==> src/hdl/nfd_pkg.sv <==
`default_nettype none
// ----------------------------------------------------------------------------
// nfd_pkg
// Constants and types shared by the NEC frame decoder and its checker.
// ----------------------------------------------------------------------------
package nfd_pkg;

	localparam int MAX_KEPT_SYMBOLS_DEF  = 160;
	localparam int MAX_FRAME_SYMBOLS_DEF = 192;
	localparam int MAX_CODE_BITS_DEF     = 64;

	localparam int DUR_W    = 15;
	localparam int CNT_W    = 8;
	localparam int BITS_W   = 7;
	localparam int CODE_W   = 64;
	localparam int CFG_IDX_W = 3;

	// longest frame that is still rejected as too short, and least symbols past the leader
	localparam int MIN_FRAME_REJECT = 20;
	localparam int LEADER_GAP       = 16;

	localparam logic [DUR_W-1:0]  LEADER_MIN_RST    = 15'd7000;
	localparam logic [DUR_W-1:0]  LEADER_MAX_RST    = 15'd11000;
	localparam logic [DUR_W-1:0]  MARK_MIN_RST      = 15'd300;
	localparam logic [DUR_W-1:0]  MARK_MAX_RST      = 15'd900;
	localparam logic [DUR_W-1:0]  SPACE_MIN_RST     = 15'd200;
	localparam logic [DUR_W-1:0]  ONE_THRESHOLD_RST = 15'd1000;
	localparam logic [BITS_W-1:0] MIN_BITS_RST      = 7'd24;

	typedef enum logic [CFG_IDX_W-1:0] {
		CFG_LEADER_MIN    = 3'd0,
		CFG_LEADER_MAX    = 3'd1,
		CFG_MARK_MIN      = 3'd2,
		CFG_MARK_MAX      = 3'd3,
		CFG_SPACE_MIN     = 3'd4,
		CFG_ONE_THRESHOLD = 3'd5,
		CFG_MIN_BITS      = 3'd6
	} cfg_idx_t;

endpackage
`default_nettype wire

==> src/hdl/nec_frame_decoder_top.sv <==
`default_nettype none
// ----------------------------------------------------------------------------
// nec_frame_decoder_top
// Path: after the transfer of its last symbol, a frame result goes through
// the input register, then the result register.
// Throughput: one symbol per cycle; a symbol without a result never waits, and
// a last symbol waits in the input register only while an earlier result stalls.
// Reset: asynchronous, active low; clears frame state and restores the
// default timing windows.
// ----------------------------------------------------------------------------
module nec_frame_decoder_top #(
	parameter int MAX_KEPT_SYMBOLS  = nfd_pkg::MAX_KEPT_SYMBOLS_DEF,
	parameter int MAX_FRAME_SYMBOLS = nfd_pkg::MAX_FRAME_SYMBOLS_DEF,
	parameter int MAX_CODE_BITS     = nfd_pkg::MAX_CODE_BITS_DEF
) (
	input  wire logic                          clk,
	input  wire logic                          arst_n,
	// configuration
	input  wire logic                          cfg_wr_en,
	input  wire logic [nfd_pkg::CFG_IDX_W-1:0] cfg_index,
	input  wire logic [nfd_pkg::DUR_W-1:0]     cfg_data,
	// symbol input
	input  wire logic                          in_valid,
	output logic                               in_stall,
	input  wire logic [nfd_pkg::DUR_W-1:0]     mark_duration,
	input  wire logic [nfd_pkg::DUR_W-1:0]     space_duration,
	input  wire logic                          last_symbol,
	// frame result
	output logic                               out_valid,
	input  wire logic                          out_stall,
	output logic                               frame_ok,
	output logic                               nec_ok,
	output logic                               raw_only,
	output logic [nfd_pkg::CODE_W-1:0]         code_value,
	output logic [nfd_pkg::BITS_W-1:0]         bit_count
);

	localparam logic [nfd_pkg::CNT_W-1:0]  KEPT_LIM  = nfd_pkg::CNT_W'(MAX_KEPT_SYMBOLS);
	localparam logic [nfd_pkg::CNT_W-1:0]  FRAME_LIM = nfd_pkg::CNT_W'(MAX_FRAME_SYMBOLS);
	localparam logic [nfd_pkg::CNT_W-1:0]  SHORT_LIM =
		nfd_pkg::CNT_W'(nfd_pkg::MIN_FRAME_REJECT);
	localparam logic [nfd_pkg::CNT_W:0]    GAP       =
		(nfd_pkg::CNT_W+1)'(nfd_pkg::LEADER_GAP);
	localparam logic [nfd_pkg::BITS_W-1:0] BITS_LIM  = nfd_pkg::BITS_W'(MAX_CODE_BITS);
	localparam logic [nfd_pkg::CNT_W-1:0]  CNT_SAT   = '1;

	// configuration registers
	logic [nfd_pkg::DUR_W-1:0]  leader_min_q, leader_max_q, mark_min_q, mark_max_q;
	logic [nfd_pkg::DUR_W-1:0]  space_min_q, one_threshold_q;
	logic [nfd_pkg::BITS_W-1:0] min_bits_q;

	always_ff @(posedge clk or negedge arst_n) begin
		if (!arst_n) begin
			leader_min_q    <= nfd_pkg::LEADER_MIN_RST;
			leader_max_q    <= nfd_pkg::LEADER_MAX_RST;
			mark_min_q      <= nfd_pkg::MARK_MIN_RST;
			mark_max_q      <= nfd_pkg::MARK_MAX_RST;
			space_min_q     <= nfd_pkg::SPACE_MIN_RST;
			one_threshold_q <= nfd_pkg::ONE_THRESHOLD_RST;
			min_bits_q      <= nfd_pkg::MIN_BITS_RST;
		end else if (cfg_wr_en) begin
			unique case (cfg_index)
				nfd_pkg::CFG_LEADER_MIN:    leader_min_q    <= cfg_data;
				nfd_pkg::CFG_LEADER_MAX:    leader_max_q    <= cfg_data;
				nfd_pkg::CFG_MARK_MIN:      mark_min_q      <= cfg_data;
				nfd_pkg::CFG_MARK_MAX:      mark_max_q      <= cfg_data;
				nfd_pkg::CFG_SPACE_MIN:     space_min_q     <= cfg_data;
				nfd_pkg::CFG_ONE_THRESHOLD: one_threshold_q <= cfg_data;
				nfd_pkg::CFG_MIN_BITS:      min_bits_q      <= cfg_data[nfd_pkg::BITS_W-1:0];
				default: ;
			endcase
		end
	end

	// input register
	logic                      valid_s1;
	logic [nfd_pkg::DUR_W-1:0] mark_s1, space_s1;
	logic                      last_s1;
	logic                      advance;
	logic                      out_valid_q;

	// a symbol without a result never waits on the result register
	assign advance  = valid_s1 && (!last_s1 || !out_valid_q || !out_stall);
	assign in_stall = valid_s1 && !advance;

	always_ff @(posedge clk or negedge arst_n) begin
		if (!arst_n) begin
			valid_s1 <= 1'b0;
		end else if (!in_stall) begin
			valid_s1 <= in_valid;
		end
	end

	always_ff @(posedge clk) begin
		if (in_valid && !in_stall) begin
			mark_s1  <= mark_duration;
			space_s1 <= space_duration;
			last_s1  <= last_symbol;
		end
	end

	// frame state
	logic [nfd_pkg::CNT_W-1:0]  cnt_q, lpos_q;
	logic                       leader_q, collect_q;
	logic [MAX_CODE_BITS-1:0]   acc_q;
	logic [nfd_pkg::BITS_W-1:0] bits_q;

	logic [nfd_pkg::CNT_W-1:0]  cnt_d, lpos_d, kept;
	logic                       leader_d, collect_d;
	logic [MAX_CODE_BITS-1:0]   acc_d;
	logic [nfd_pkg::BITS_W-1:0] bits_d;
	logic                       fok, nec;

	always_comb begin
		cnt_d     = (cnt_q == CNT_SAT) ? cnt_q : cnt_q + 1'b1;
		lpos_d    = lpos_q;
		leader_d  = leader_q;
		collect_d = collect_q;
		acc_d     = acc_q;
		bits_d    = bits_q;
		if (cnt_q < KEPT_LIM) begin
			if (!leader_q) begin
				if (mark_s1 > leader_min_q && mark_s1 < leader_max_q) begin
					leader_d  = 1'b1;
					lpos_d    = cnt_q;
					collect_d = 1'b1;
				end
			end else if (collect_q) begin
				if (mark_s1 >= mark_min_q && mark_s1 <= mark_max_q &&
				    space_s1 >= space_min_q && bits_q < BITS_LIM) begin
					acc_d  = (acc_q << 1) | MAX_CODE_BITS'(space_s1 > one_threshold_q);
					bits_d = bits_q + 1'b1;
				end else begin
					collect_d = 1'b0;
				end
			end
		end
		kept = (cnt_d > KEPT_LIM) ? KEPT_LIM : cnt_d;
		fok  = (cnt_d > SHORT_LIM) && (cnt_d <= FRAME_LIM);
		nec  = fok && leader_d && ({1'b0, kept} > ({1'b0, lpos_d} + GAP)) &&
		       (bits_d >= min_bits_q);
	end

	always_ff @(posedge clk or negedge arst_n) begin
		if (!arst_n) begin
			cnt_q     <= '0;
			lpos_q    <= '0;
			leader_q  <= 1'b0;
			collect_q <= 1'b0;
			acc_q     <= '0;
			bits_q    <= '0;
		end else if (advance) begin
			if (last_s1) begin
				cnt_q     <= '0;
				lpos_q    <= '0;
				leader_q  <= 1'b0;
				collect_q <= 1'b0;
				acc_q     <= '0;
				bits_q    <= '0;
			end else begin
				cnt_q     <= cnt_d;
				lpos_q    <= lpos_d;
				leader_q  <= leader_d;
				collect_q <= collect_d;
				acc_q     <= acc_d;
				bits_q    <= bits_d;
			end
		end
	end

	// result register
	logic                       frame_ok_q, nec_ok_q, raw_only_q;
	logic [nfd_pkg::CODE_W-1:0] code_q;
	logic [nfd_pkg::BITS_W-1:0] bit_count_q;

	always_ff @(posedge clk or negedge arst_n) begin
		if (!arst_n) begin
			out_valid_q <= 1'b0;
		end else if (advance && last_s1) begin
			out_valid_q <= 1'b1;
		end else if (!out_stall) begin
			out_valid_q <= 1'b0;
		end
	end

	always_ff @(posedge clk) begin
		if (advance && last_s1) begin
			frame_ok_q  <= fok;
			nec_ok_q    <= nec;
			raw_only_q  <= fok && !nec;
			code_q      <= nec ? nfd_pkg::CODE_W'(acc_d) : '0;
			bit_count_q <= nec ? bits_d : '0;
		end
	end

	assign out_valid  = out_valid_q;
	assign frame_ok   = frame_ok_q;
	assign nec_ok     = nec_ok_q;
	assign raw_only   = raw_only_q;
	assign code_value = code_q;
	assign bit_count  = bit_count_q;

endmodule
`default_nettype wire

==> config.mk <==
export PLATFORM = sky130hd
export DESIGN_NAME = nec_frame_decoder_top
export DESIGN_NICKNAME = d
export VERILOG_FILES = /design/src/hdl/nfd_pkg.sv /design/src/hdl/nec_frame_decoder_top.sv
export SDC_FILE = /design/constraint.sdc
export NUM_CORES = 1
export LEC_CHECK = 0
export BUFFER_PORTS_ARGS = -buffer_cell sky130_fd_sc_hd__buf_2
export CAP_MARGIN = 20
export CORE_AREA = 2 2 225 138
export CTS_CLUSTER_SIZE = 14
export DETAILED_ROUTE_END_ITERATION = 7
export DIE_AREA = 0 0 227 140
export GPL_TIMING_DRIVEN = 1
export PLACE_DENSITY_LB_ADDON = 0.15
export SYNTH_ARGS = -nofsm -noshare
export SYNTH_HDL_FRONTEND = slang
export SYNTH_SLANG_ARGS = --single-unit
==> constraint.sdc <==
create_clock -name clk -period 5 [get_ports clk]
set_input_delay 0.25 -clock clk [delete_from_list [all_inputs] [get_ports clk]]
set_output_delay 0.25 -clock clk [all_outputs]
set_load 0.01 [all_outputs]
==> flow_summary.toml <==
[worst_hold_path]
min_path_type = "in2reg"

[clock_network]
clock_latency_ns = 0.56
cts.clk_slew.worst_paths_ns = 0.07
cts_root_buf = "clkbuf_16"
cts_setup_buffers = 0
cts_buffers = 29
clk_path_buf_depth = 3
cts_tree = "built"
cts_sinks = 293
htreeDepth = 1

[layout]
fin_nets = 1663
instances_no_fill = 1933
diodes = 0
final_util_pct = 58.4
num-fill-cells = 2525
finish.instance_area_sq_um = 17300
drive_above_1_share_pct = 24.4
area_growth_pct = 17.6

[synth]
yosys.area_share.simple_pct = 11.5
synthesis.area_sq_um = 14700
synthMuxAreaShare_pct = 3.91
synth_top_family_by_area = "compound AO/OA/AOI/OAI gates"
synth_edf_count = 105
synth_compound_area_share_pct = 16.6
synthArstFlopShare_pct = 64.2
syn_inst = 1340
ys.flop_type = "dfrtp_1"
syn_avg_cell_area_sq_um = 11.0
ys_types = 66
synth-seq-cells = 293
synth-xor-area-share_pct = 0.297
syn_nets = 1501
yosysSeqAreaShare_pct = 53.6
ys_warn_count = 0
synth_fa_ha_area_share_pct = 9.08

[pwr]
p_total_mw = 6.34
leakagePower_nw = 7.36
powerDensity_nw_per_um2 = 366
ir_drop_v = 0.000249

[global_route]
use_met3_pct = 3.13
grt_first_pass_wirelength_microns = 55300
grt_pass1_vias = 10100
grtUsageMet1_pct = 36.1
grt_use_total_pct = 21.9
busiest_layer = "met1"
grt_max_degree = 89
grt_overflow = 0
antenna_found_initial = 0
met2_usage_pct = 30.3

[place]
pre_cts_ws_ns = 0.0865
numPortBuffers = 129
dpl-instance-area_sq_um = 15800
gp_congestion = 0.888
dp_cells = 1830
dp_hpwl_microns = 22800

[floorplan]
rows = 49
die_x_microns = 227
initial_core_util_pct = 49.7
die_h_microns = 140
coreArea_sq_um = 29700
ios = 130
die-area_sq_um = 31800

[timing]
whs_ns = 0.0302
slew_headroom_pct = 28.3
period_share_pct = 94.7
max_freq_mhz = 211
skew_ns = 0.0117
rsz0062_at_grt = "false"
hold_viol = 0
worstMarginPinSlew_ns = 1.08
final.setup.worst_slack_ns = 0.266
setup_viol = 0
fin_tns_setup_ns = 0
maxSlewViolCount = 0
period_minus_slack_ns = 4.73

[route]
drt_pass1_iterations = 5
ant_nets = 0
vias_per_cell = 5.40
drt_wl_total_microns = 33800
first_iter_violations = 834
vias = 10400
drcViolationCount = 0
wire_per_inst_microns = 17.5

[setup_path]
cp_max_fo = 15
start_kind = "flip-flop"
cp.required_ns = 5.32
end_kind = "flip-flop"
crit_arrival_ns = 5.05
path_class = "reg2reg"

[run]
cap_violations = 0

[outcome]
status = "completed"
## state kept, by name, summed over array words and instances (netlist names), 7 cells and up
signal,count
mark_min_q,15
leader_max_q,15
bit_count,7
space_s1,15
mark_s1,15
bits_q,7
space_min_q,15
lpos_q,8
cnt_q,8
one_threshold_q,15
mark_max_q,15
acc_q,64
code_value,64
min_bits_q,7
leader_min_q,15
## cell usage in the layout, fill, tap and decap left out, drive strengths merged, types with 6 or more instances in the layout
cell type,netlist,routed
a21o,11,11
a21oi,107,107
a22o,65,65
and2,6,6
and4,6,6
buf,32,152
clkbuf,38,36
clkinv,1,11
dfrtp,154,154
dfstp,34,34
dlygate4sd3,0,47
edfxtp,105,105
ha,107,107
inv,101,102
mux2,45,45
mux2i,7,7
nand2,244,244
nand3,26,26
nand4,17,17
nor2,27,27
nor2b,8,8
nor3,9,9
o211ai,8,8
o21ai,89,89
o311ai,8,8
or3,6,6
## path summary, 6_finish.rpt
check,start,endpoint,slack [ns],cells past startpoint
worst max-delay path,mark_s1[2],code_value[31],0.27,17
worst min register to register,leader_max_q[0],leader_max_q[0],0.50,1
worst max register to register,mark_s1[2],code_value[31],0.27,17
min in group asynchronous,arst_n,mark_min_q[11],0.28,2
max in group asynchronous,arst_n,cnt_q[7],3.48,3
worst min-delay path,cfg_data[1],mark_min_q[1],0.03,3
## what timing repair did
| item | in CTS | in global routing |
|---|---|---|
| endpoints found under the setup margin | 0 | 73 |
| hold buffers | 47 | 0 |
| hold endpoints to repair | 135 | 0 |
| gates resized for setup | 0 | 14 |
## kinds of logic after synthesis
group           after synthesis
flops                       293
compound gates              334
fa+ha+maj                   107
xor+xnor                      5
mux                          52
simple gates                377
buf+inv                     172
## worst max-delay path, cell delays in order, from the launching register on
cell and delay (ns):
edfxtp_1 0.45, ha_1 0.33, a21oi_1 0.13, o21ai_0 0.17
a221oi_1 0.50, a2111oi_2 0.17, a2111o_1 0.46, mux2_2 0.32
ha_1 0.28, inv_1 0.04, ha_1 0.20, a2111oi_2 0.28
o21ai_0 0.20, a221oi_2 0.34, nor4_4 0.09, o221ai_4 0.18
clkbuf_16 0.30, a21oi_2 0.05
## routing by layer
metal  wire length (microns)  up-vias  share of wire (%)
li1                        -     5104                  -
met1                   18100     5074                 54
met2                   13600      218                 40
met3                    1610       39                4.8
met4                     483        0                1.4
met5                       0        -                  0
## synthesized netlist by cell type (all sizes together), types with 17 or more instances
| cell type | count | share of area (%) |
|---|---|---|
| a21oi | 107 | 5.3 |
| a22o | 65 | 3.9 |
| buf | 32 | 1.4 |
| clkbuf | 38 | 0.97 |
| dfrtp | 154 | 26 |
| dfstp | 34 | 6.1 |
| edfxtp | 105 | 21 |
| ha | 107 | 9.1 |
| inv | 101 | 2.6 |
| mux2 | 45 | 3.4 |
| nand2 | 244 | 6.2 |
| nand3 | 26 | 0.92 |
| nand4 | 17 | 0.72 |
| nor2 | 27 | 0.70 |
| o21ai | 89 | 3.0 |
## power breakdown
part	internal, mW	switching (mW)	leakage [nW]
sequential	2.78	0.154	3.43
clock	1.32	0.941	0.469
combinational	0.473	0.668	3.46
## layout make-up
| type | count | area, sq um | area share, % |
|---|---|---|---|
| Clock inverter | 20 | 234 | 1.35 |
| Sequential cell | 293 | 7900 | 45.6 |
| Tap cell | 408 | 510 | 2.95 |
| Inverter | 102 | 383 | 2.21 |
| Timing Repair Buffer | 201 | 1370 | 7.91 |
| Clock buffer | 34 | 744 | 4.30 |
| Multi-Input combinational cell | 875 | 6180 | 35.7 |
Power figures use the tool's default switching activity.
